[src/rtl/core/biquad_eq_cascade_assert.svh]
// Assertion macros for the equalizer core
`ifndef BIQUAD_EQ_CASCADE_ASSERT_SVH
`define BIQUAD_EQ_CASCADE_ASSERT_SVH

// same-cycle implication
`define BQE_ASSERT_NOW(lbl, ante, cons, msg) \
    lbl: assert property (@(posedge aclk) disable iff (!aresetn) (ante) |-> (cons)) \
        else $error(msg);

// next-cycle implication
`define BQE_ASSERT_NEXT(lbl, ante, cons, msg) \
    lbl: assert property (@(posedge aclk) disable iff (!aresetn) (ante) |=> (cons)) \
        else $error(msg);

`endif

[src/rtl/core/bqe_pkg.sv]
package bqe_pkg;

    localparam int MAX_BANDS  = 8;
    localparam int CHANNELS   = 8;
    localparam int NUM_COEFS  = 5;
    localparam int BAND_W     = (MAX_BANDS > 1) ? $clog2(MAX_BANDS) : 1;
    localparam int CH_W       = (CHANNELS > 1) ? $clog2(CHANNELS) : 1;
    localparam int BCNT_W     = $clog2(MAX_BANDS + 1);
    localparam int HIST_DEPTH = CHANNELS * MAX_BANDS;
    localparam int HIST_AW    = CH_W + BAND_W;
    localparam int COEF_DEPTH = MAX_BANDS * NUM_COEFS;
    localparam int COEF_AW    = $clog2(COEF_DEPTH);
    localparam int SUM_SHIFT  = 28;

    localparam logic [1:0] OP_FILTER = 2'd0;
    localparam logic [1:0] OP_COEF   = 2'd1;
    localparam logic [1:0] OP_CLEAR  = 2'd2;

    localparam logic [2:0] SLOT_B0 = 3'd0;
    localparam logic [2:0] SLOT_B1 = 3'd1;
    localparam logic [2:0] SLOT_B2 = 3'd2;
    localparam logic [2:0] SLOT_A1 = 3'd3;
    localparam logic [2:0] SLOT_A2 = 3'd4;

    typedef struct packed {
        logic signed [31:0] y2;
        logic signed [31:0] y1;
        logic signed [31:0] x2;
        logic signed [31:0] x1;
    } hist_row_t;

    typedef struct packed {
        logic clr;
        logic mul_en;
        logic mul_sub;
        logic acc_en;
    } mac_ctl_t;

endpackage

[src/rtl/core/bqe_mac.sv]
module bqe_mac import bqe_pkg::*; (
    input  logic               aclk,
    input  mac_ctl_t           ctl,
    input  logic signed [31:0] coef,
    input  logic signed [31:0] opnd,
    output logic signed [31:0] y
);

    logic signed [63:0] prod_reg;
    logic               sub_reg;
    logic signed [63:0] acc_reg;
    logic signed [63:0] quarter;
    logic signed [63:0] rounded;
    logic signed [63:0] scaled;

    // truncate toward zero on both divides
    assign quarter = (prod_reg + (prod_reg[63] ? 64'sd3 : 64'sd0)) >>> 2;
    assign rounded = acc_reg
                   + (acc_reg[63] ? ((64'sd1 <<< SUM_SHIFT) - 64'sd1) : 64'sd0);
    assign scaled  = rounded >>> SUM_SHIFT;

    always_ff @(posedge aclk) begin
        if (ctl.mul_en) begin
            prod_reg <= 64'(coef) * 64'(opnd);
            sub_reg  <= ctl.mul_sub;
        end
        if (ctl.clr) begin
            acc_reg <= '0;
        end else if (ctl.acc_en) begin
            acc_reg <= sub_reg ? acc_reg - quarter : acc_reg + quarter;
        end
    end

    always_comb begin
        if (scaled > 64'sd2147483647) begin
            y = 32'sh7FFFFFFF;
        end else if (scaled < -64'sd2147483648) begin
            y = 32'sh80000000;
        end else begin
            y = scaled[31:0];
        end
    end

endmodule

[config.mk]
export PLATFORM = sky130hd
export DESIGN_NAME = bqe_mac
export DESIGN_NICKNAME = d
export VERILOG_FILES = /design/src/rtl/core/biquad_eq_cascade_assert.svh /design/src/rtl/core/bqe_pkg.sv /design/src/rtl/core/bqe_mac.sv
export SDC_FILE = /design/constraint.sdc
export NUM_CORES = 2
export LEC_CHECK = 0
export ABC_AREA = 1
export BUFFER_PORTS_ARGS = -buffer_cell sky130_fd_sc_hd__buf_4
export CAP_MARGIN = 30
export CORE_MARGIN = 1
export CORE_UTILIZATION = 40
export DETAILED_ROUTE_END_ITERATION = 8
export SKIP_CTS_REPAIR_TIMING = 1
export SYNTH_ARGS = -nofsm -noshare
export SYNTH_HDL_FRONTEND = slang
export SYNTH_SLANG_ARGS = --single-unit
[constraint.sdc]
create_clock -name aclk -period 9.81 [get_ports aclk]
set_input_delay 0.4905 -clock aclk [delete_from_list [all_inputs] [get_ports aclk]]
set_output_delay 0.4905 -clock aclk [all_outputs]
set_load 0.05 [all_outputs]
==> reports/metrics.yaml <==
post_layout_nonfiller_instances: 8659
cell_with_the_most_instances_after_synthesis: "sky130_fd_sc_hd__inv_1"
worst-endpoint-arrival_ns: 7.97
avg_synthesized_cell_area_um2: 7.404
dp.cells: 8625
floorplan.die_area_um2: 131300
worstReg2RegStart: "prod_reg[63]"
initial_utilization_pct: 40.52
timing.final.ws_setup_ns: 2.046
slew_viol_final: 0
postSynthCellCount: 7014
period_share_pct: 79.14
synth_edf_count: 65
post-synth-top-area-cell: "sky130_fd_sc_hd__fa_1"
grt_pass1_wl_um: 251000
seq_area_frac_synth_pct: 6.225
slowest_delay_ns: 0.95
placed_area_um2: 54040
async_flop_share_pct: 0
wl_um: 156500
final_layout_size_suffix_gt1_share_pct: 3.146
maxSlewHeadroom_pct: 35.12
firstDrtPassIters: 6
syn2layout_area_growth_pct: 5.189
clock_sink_count: 129
worst_path_most_repeated_cell: "sky130_fd_sc_hd__fa_1"
setup_violations: 0
syn_nets: 8442
cp_max_stage_cell: "sky130_fd_sc_hd__fa_1"
io-pin-count: 101
crit_chain: "buf_4 -> nand2_1 -> fa_1 -> fa_1 -> fa_1 -> fa_1 -> inv_1 -> fa_1 -> fa_1 -> fa_1 -> inv_1 -> fa_1 -> inv_1 -> ha_1 -> a21oi_1 -> inv_1 -> a31oi_1 -> o21ai_0 -> a21oi_1 -> nand3_1 -> a21o_1 -> a21oi_1 -> xnor2_1"
finalNetCount: 8344
insertion_delay_ns: 0.47
crit_path_max_fanout: 32
synth_top_cell_area_share_pct: 41.75
route.detailed.wl_per_inst_um: 18.08
fin_skew_ns: 0.008795
worst_pin_slew_ns: 0.9630
setup.worst_path.start: "opnd[8]"
core_region_area_um2: 128200
grt_start_max_net_pins: 69
cts_buffer_depth: 2
portBuffers: 100
fmax_ghz: 0.1288
tritoncts: "yes"
critPathCaptureType: "flip-flop"
hold_start: "ctl[1]"
cts.clk_slew.worst_paths_ns: 0.06
synth.area.top_cells: "sky130_fd_sc_hd__fa_1 (42%), sky130_fd_sc_hd__inv_1 (14%), sky130_fd_sc_hd__nand2_1 (13%)"
number_of_antenna_violations_at_the_first_check_in_global_routing: 1
drt_first_iter_violations: 3044
netlist_top_cells_count: "sky130_fd_sc_hd__inv_1 (1905), sky130_fd_sc_hd__nand2_1 (1799), sky130_fd_sc_hd__fa_1 (1083), sky130_fd_sc_hd__nor2_1 (507), sky130_fd_sc_hd__ha_1 (276)"
dp_worst_setup_slack_ns: 1.522
synth.cell_area_um2: 51930
ys_seq_elements: 129
maxCapViolCount: 0
track_usage_pct: 24.50
final_period_minus_worst_setup_slack_ns: 7.764
detailed_place_hpwl_um: 131600
required_ns: 10.02
via_count_of_the_first_global_routing_pass: 45530
synth.distinct_cells: 56
final_area_um2: 54630
route.detailed.drc: 0
yosys_most_used_dff: "sky130_fd_sc_hd__edfxtp_1"
htreeDepth: 4
holdCritPathClass: "input port to flip-flop"
fp.dieH_um: 362.3
gpl.final_weighted_congestion: 0.9678
timing_hold_violations_final: 0
route.vias.total: 42760
outcome: "finished clean"
die-width_um: 362.3
rsz0062_at_grt: "false"
total_number_of_yosys_warnings: 0
postRouteAntennaNets: 0
critPathTopFamily: "adder cells"
rows: 131
final.setup.tns_ns: 0
critical_path_buf_inv_count: 5
criticalPathCategory: "input port to flip-flop"
clock_buffers_created_by_tritoncts: 17
globalRouteOverflowTotal: 0
crit_path_start_kind: "input port"
clock-root-buffer: "sky130_fd_sc_hd__clkbuf_16"
route.detailed.vias_per_inst: 4.939
per-layer routing:
metal | wire [um] | track usage [%]
met1 | 68530 | 32.70
met2 | 75220 | 42.28
met3 | 9069 | 2.594
met4 | 3680 | 6.279
met5 | 16 | 0
final cells by class:
class | count | area (um^2)
diodes | 1 | 2.502
clock buffers | 26 | 520.5
clock inverters | 6 | 48.80
fillers | 13430 | 73550
inverters | 1910 | 7169
multi-input cells | 4749 | 40670
flip-flops and latches | 129 | 3233
well taps | 1729 | 2163
repair buffers | 109 | 823.3
final timing paths:
check        slack, ns  cells after the start      endpoint
max               2.05                     23  prod_reg[59]
min               0.21                      1       sub_reg
max reg2reg       3.46                     23   acc_reg[45]
min reg2reg       0.55                      4   acc_reg[63]
cells by family after synthesis:
group,after synthesis,synth area share (%)
AOI/OAI and AO/OA,570,6.165
xor gates and xnor gates,191,3.272
adders and majority gates,1359,48.40
buffers and inverters,2136,15.47
DFF,129,6.225
and+or+nand+nor,2629,20.48
placed cells by master, fill, tap and decap left out, types with 11 or more instances in the layout:
cell / instances
sky130_fd_sc_hd__nand2_2: 24
sky130_fd_sc_hd__a21oi_1: 235
sky130_fd_sc_hd__nand3_1: 137
sky130_fd_sc_hd__a21boi_0: 12
sky130_fd_sc_hd__xnor2_1: 69
sky130_fd_sc_hd__edfxtp_1: 65
sky130_fd_sc_hd__o211ai_1: 16
sky130_fd_sc_hd__nand4_1: 46
sky130_fd_sc_hd__or2_2: 11
sky130_fd_sc_hd__a21o_1: 35
sky130_fd_sc_hd__nand2_1: 1799
sky130_fd_sc_hd__buf_4: 107
sky130_fd_sc_hd__ha_1: 276
sky130_fd_sc_hd__nor4_1: 15
sky130_fd_sc_hd__dfxtp_1: 64
sky130_fd_sc_hd__nor2_4: 13
sky130_fd_sc_hd__fa_1: 1083
sky130_fd_sc_hd__o21ai_0: 175
sky130_fd_sc_hd__clkbuf_16: 18
sky130_fd_sc_hd__o21bai_1: 19
sky130_fd_sc_hd__nor2_1: 507
sky130_fd_sc_hd__o21ai_1: 13
sky130_fd_sc_hd__nor3_1: 34
sky130_fd_sc_hd__xor2_1: 120
sky130_fd_sc_hd__inv_1: 1905
sky130_fd_sc_hd__o21a_1: 11
sky130_fd_sc_hd__a31oi_1: 29
stage by stage:
| step | util (%) | hold WS, ns |
|---|---|---|
| after CTS | 42.61 | 0.1857 |
| after global placement | 42.16 | 0.5148 |
| after global routing | 42.62 | 0.1872 |
| final | 42.62 | 0.2074 |
| after detailed placement | 42.16 | 0.5397 |
| after floorplan | - | 0.4831 |
Power is left out: the tool's default activity adds up to more than one toggle a clock period on the data nets, which glitch-free logic cannot reach.
