[src/rtl/core/biquad_eq_cascade_assert.svh]
// Assertion macros for the equalizer core
`ifndef BIQUAD_EQ_CASCADE_ASSERT_SVH
`define BIQUAD_EQ_CASCADE_ASSERT_SVH

// same-cycle implication
`define BQE_ASSERT_NOW(lbl, ante, cons, msg) \
    lbl: assert property (@(posedge aclk) disable iff (!aresetn) (ante) |-> (cons)) \
        else $error(msg);

// next-cycle implication
`define BQE_ASSERT_NEXT(lbl, ante, cons, msg) \
    lbl: assert property (@(posedge aclk) disable iff (!aresetn) (ante) |=> (cons)) \
        else $error(msg);

`endif

[src/rtl/core/bqe_pkg.sv]
package bqe_pkg;

    localparam int MAX_BANDS  = 8;
    localparam int CHANNELS   = 8;
    localparam int NUM_COEFS  = 5;
    localparam int BAND_W     = (MAX_BANDS > 1) ? $clog2(MAX_BANDS) : 1;
    localparam int CH_W       = (CHANNELS > 1) ? $clog2(CHANNELS) : 1;
    localparam int BCNT_W     = $clog2(MAX_BANDS + 1);
    localparam int HIST_DEPTH = CHANNELS * MAX_BANDS;
    localparam int HIST_AW    = CH_W + BAND_W;
    localparam int COEF_DEPTH = MAX_BANDS * NUM_COEFS;
    localparam int COEF_AW    = $clog2(COEF_DEPTH);
    localparam int SUM_SHIFT  = 28;

    localparam logic [1:0] OP_FILTER = 2'd0;
    localparam logic [1:0] OP_COEF   = 2'd1;
    localparam logic [1:0] OP_CLEAR  = 2'd2;

    localparam logic [2:0] SLOT_B0 = 3'd0;
    localparam logic [2:0] SLOT_B1 = 3'd1;
    localparam logic [2:0] SLOT_B2 = 3'd2;
    localparam logic [2:0] SLOT_A1 = 3'd3;
    localparam logic [2:0] SLOT_A2 = 3'd4;

    typedef struct packed {
        logic signed [31:0] y2;
        logic signed [31:0] y1;
        logic signed [31:0] x2;
        logic signed [31:0] x1;
    } hist_row_t;

    typedef struct packed {
        logic clr;
        logic mul_en;
        logic mul_sub;
        logic acc_en;
    } mac_ctl_t;

endpackage

[src/rtl/core/bqe_coef_ram.sv]
module bqe_coef_ram import bqe_pkg::*; (
    input  logic               aclk,
    input  logic               aresetn,
    input  logic               we,
    input  logic [COEF_AW-1:0] waddr,
    input  logic signed [31:0] wdata,
    input  logic [COEF_AW-1:0] raddr,
    output logic signed [31:0] rdata
);

    logic signed [31:0]  mem [COEF_DEPTH];
    logic [COEF_DEPTH-1:0] vld_reg;
    logic signed [31:0]  rd_reg;
    logic                rd_vld_reg;

    always_ff @(posedge aclk) begin
        if (we) begin
            mem[waddr] <= wdata;
        end
        rd_reg <= mem[raddr];
    end

    always_ff @(posedge aclk) begin
        if (!aresetn) begin
            vld_reg    <= '0;
            rd_vld_reg <= 1'b0;
        end else begin
            if (we) begin
                vld_reg[waddr] <= 1'b1;
            end
            rd_vld_reg <= vld_reg[raddr];
        end
    end

    assign rdata = rd_vld_reg ? rd_reg : 32'sd0;

endmodule

[config.mk]
export PLATFORM = sky130hd
export DESIGN_NAME = bqe_coef_ram
export DESIGN_NICKNAME = d
export VERILOG_FILES = /design/src/rtl/core/biquad_eq_cascade_assert.svh /design/src/rtl/core/bqe_pkg.sv /design/src/rtl/core/bqe_coef_ram.sv
export SDC_FILE = /design/constraint.sdc
export NUM_CORES = 1
export LEC_CHECK = 0
export BUFFER_PORTS_ARGS = -buffer_cell sky130_fd_sc_hd__clkbuf_2
export CAP_MARGIN = 10
export CORE_MARGIN = 4
export CORE_UTILIZATION = 50
export CTS_CLUSTER_SIZE = 10
export DETAILED_ROUTE_END_ITERATION = 10
export GPL_ROUTABILITY_DRIVEN = 0
export PLACE_DENSITY_LB_ADDON = 0.25
export SYNTH_ARGS = -nofsm -noshare
export SYNTH_HDL_FRONTEND = slang
export SYNTH_SLANG_ARGS = --single-unit
export TNS_END_PERCENT = 1
[constraint.sdc]
create_clock -name aclk -period 8.5 [get_ports aclk]
set_clock_uncertainty 0.1 [all_clocks]
set_input_delay 1.7 -clock aclk [delete_from_list [all_inputs] [get_ports aclk]]
set_output_delay 1.7 -clock aclk [all_outputs]
set_load 0.02 [all_outputs]
==> metrics.md <==
| Metric | Value |
|---|---|
| Critical path depth | 6 |
| Die Ht | roughly 330 um |
| CP endpoint kind | flop |
| Crit-path slowest cell | buf_4 |
| Layout cells sized above 1 | a little under a third |
| Status | completed |
| Io pins | 79 |
| #FFs+latches synth | 1353 |
| Comb pwr share | 4.2% |
| Tmin final | 4300 ps |
| Final Setup Violations | 0 |
| Buf/Inv on CP | 2 |
| Post-CTS setup buffer count | 0 |
| Synthesized Nets | approximately 2200 |
| Max_slew headroom | 18.3% |
| Worst Setup Slack post-DPL | 3420 ps |
| CORE AREA | 102000 um2 |
| CP dominant cell by count | mux4_2 |
| Avg Inst Size Synth | about 23 um2 |
| Data arrival, critical path | 4790 ps |
| Post-route DRC | 0 |
| Final Max Slew Viols | 0 |
| Reg-to-reg startpoint | mem[28][4] |
| CTS resizes | 0 |
| Final hold vios | 0 |
| Gr ovfl total | 0 |
| Starting Density | between 50% and 60% |
| Critical path type | in -> reg |
| First-pass GRT wire length | 182 mm |
| FF-to-FF End | rd_reg[4] |
| Post-Syn Area | 51300 um2 |
| CTS tree | built |
| Clk pwr share | 42.9% |
| Max Cap Violations | 0 |
| Mapped Cells | 2201 |
| Die area | roughly 110000 um2 |
| Setup TNS | 0 ps |
| Seq/Total Area, Yosys | 77.8% |
| Sw Ratio | a little over 20% |
| CP startpoint | raddr[0] |
| Final WS setup | 4200 ps |
| Sw Pwr | 2.83 mW |
| Initial antenna violation count | 3 |
| Clock latency on the worst-skew pair | around 730 ps |
| R2R Setup Slk | between 6000 and 7000 ps |
| Worst slew pin tran | 1220 ps |
| Met3 Wirelength | 12.2 mm |
| DRT iter0 DRCs | 3219 |
| DR pass1 iterations | 6 |
| Unique masters post-synth | 32 |
| CTS Buf Count | about 150 |
| Delay-heaviest family, CP | buffers and inverters |
| Placement Cell Area | roughly 54000 um2 |
| Tcrit/Tclk final | 50.5% |
| RSZ-0062 raised after global routing | no |
| GRT Total Usage | 24.2% |
| LEAKAGE | 18.3 nW |
| Worst vdd ir | 0.000152 V |
| Worst-path fanout max | 74 |
| Nets | 2422 |
| Post-DRT Antenna Nets | 0 |
| Largest net degree at the start of global routing | 116 |
| Hold crit path type | reg -> reg |
| Total power | 14.0 mW |
| Power Internal | 11.1 mW |
| Row count | around 120 |
| Synthesis-to-layout area growth | 13.4% |
| Fmax | 233 MHz |
| Clk root buf | clkbuf_16 |
| Routed via count | 24200 |
| Worst Hold Slack | 365 ps |
| Seq pwr share | 52.9% |
| H-tree levels | 4 |
| Number of global-route vias before repair | 24900 |
| Total wire length | 128 mm |
| Reg2Reg Depth | 4 |
| CP Launch Type | primary input |
| # hold bufs at CTS | 0 |
| Highest Signal Layer | met5 |
| Max clock buf depth | 3 |
| Clk pin slew, worst setup/hold paths | 50 ps |
| Drt wl/cell | 33.1 um |
| Synth warn | 0 |
| Max stage delay on crit path | 780 ps |
| Number of flip-flops in the largest register | 1280 |
| IO buf count | 78 |
| Worst path required time | 9000 ps |
| Min-delay src | vld_reg[39] |
| CP Cell Sequence | buf_8 -> buf_4 -> mux4_2 -> mux4_2 -> a22oi_1 -> nand2_1 |
| WL met1 | 51.3 mm |
| Die X | 328 um |
| Post-Layout Inst Area | between 50000 and 60000 um2 |
| Power Dens Cells | about 240 nW/um2 |
| Via/cell ratio | 6.27 |
| DR WL met2 | 61.9 mm |
| Clock sinks | ~1400 |
| Worst setup path endpoint | rd_reg[4] |
| Post-detail-place hpwl | 61.7 mm |
[area by class of cell]
class	instances	area [um2]
Timing Repair Buffer	134	877
Clock inverter	9	96.3
Multi-Input combinational cell	731	11100
Antenna cell	1	2.50
Clock buffer	268	4440
Tap cell	1368	1710
Inverter	1	3.75
Fill cell	7398	43700
Sequential cell	1353	39900
[stage by stage]
stage / instances / utilization (%)
after floorplan: 2201 / -
after global placement: 3587 / 52.6
after detailed placement: 3587 / 52.6
after CTS: 3864 / 57.1
after global routing: 3864 / 57.1
final: 3865 / 57.1
[worst register-to-register path, cell delays in order, from the launching register on]
cell and delay, ps:
edfxtp_1 370, mux4_2 500, mux4_2 480, a22oi_1 320, nand2_1 100
[metal layers]
layer / GRT usage, % / vias up
li1: - / 9718
met1: 34.8 / 13100
met2: 38.3 / 1276
met3: 5.46 / 175
met4: 6.04 / 4
met5: 0 / -
[how the worst min path moves through the flow]
stage,endpoint,slack [ps],depth (start not counted)
floorplan,vld_reg[12],340,1
CTS,vld_reg[39],370,1
finish,vld_reg[39],360,1
global placement,vld_reg[26],340,1
detailed placement,vld_reg[22],350,1
global route,vld_reg[16],370,1
[power groups by stage]
stage	clock [mW]	combinational, mW	sequential (mW)
after floorplan	0	0.370	7.50
after global placement	0	0.570	7.52
after CTS	6.09	0.586	7.38
final	5.98	0.581	7.38
after detailed placement	0	0.584	7.52
after global routing	6.39	0.623	7.38
[synthesized netlist by cell type]
master,count,share of area [%]
a21boi_0,2,0.029
a21oi_1,2,0.020
a221o_1,1,0.020
a22oi_1,68,1.0
a32oi_1,1,0.017
and2_1,35,0.43
buf_1,13,0.095
buf_2,30,0.29
buf_4,5,0.073
buf_6,14,0.31
clkbuf_1,54,0.40
dfxtp_1,73,2.8
edfxtp_1,1280,75
inv_2,1,0.0073
mux2_1,47,1.0
mux2_2,54,1.2
mux2i_1,13,0.25
mux4_2,353,15
nand2_1,40,0.29
nand2b_1,5,0.061
nand3_1,6,0.059
nand3b_1,1,0.015
nand4_1,2,0.024
nor2_1,44,0.32
nor2b_1,6,0.073
nor3_1,4,0.039
nor3b_1,2,0.029
o2111a_1,1,0.022
o21a_1,40,0.59
o22ai_1,1,0.012
o41ai_1,2,0.034
or3_1,1,0.012
[cell families (layout without fill, tap and decap cells)]
| logic type | after synthesis | count (layout) | share of synthesized area, % |
|---|---|---|---|
| flops | 1353 | 1353 | 77.8 |
| mux | 467 | 467 | 18.0 |
| simple gates | 146 | 146 | 1.35 |
| compound gates | 118 | 118 | 1.73 |
| buf+inv | 117 | 412 | 1.17 |
| other cells | 0 | 1 | 0 |
[cells in the final DEF (no fill, tap or decap), drive strengths merged]
cell type,netlist,routed
edfxtp,1280,1280
mux4,353,353
clkbuf,54,342
mux2,101,101
dfxtp,73,73
a22oi,68,68
buf,62,60
nor2,44,44
nand2,40,40
o21a,40,40
and2,35,35
mux2i,13,13
nand3,6,6
nor2b,6,6
inv,1,6
nand2b,5,5
nor3,4,4
clkinv,0,4
nor3b,2,2
a21oi,2,2
a21boi,2,2
o41ai,2,2
nand4,2,2
diode,0,1
a32oi,1,1
o2111a,1,1
a221o,1,1
nand3b,1,1
or3,1,1
o22ai,1,1
Note: power is estimated with default switching activity, not from simulation.
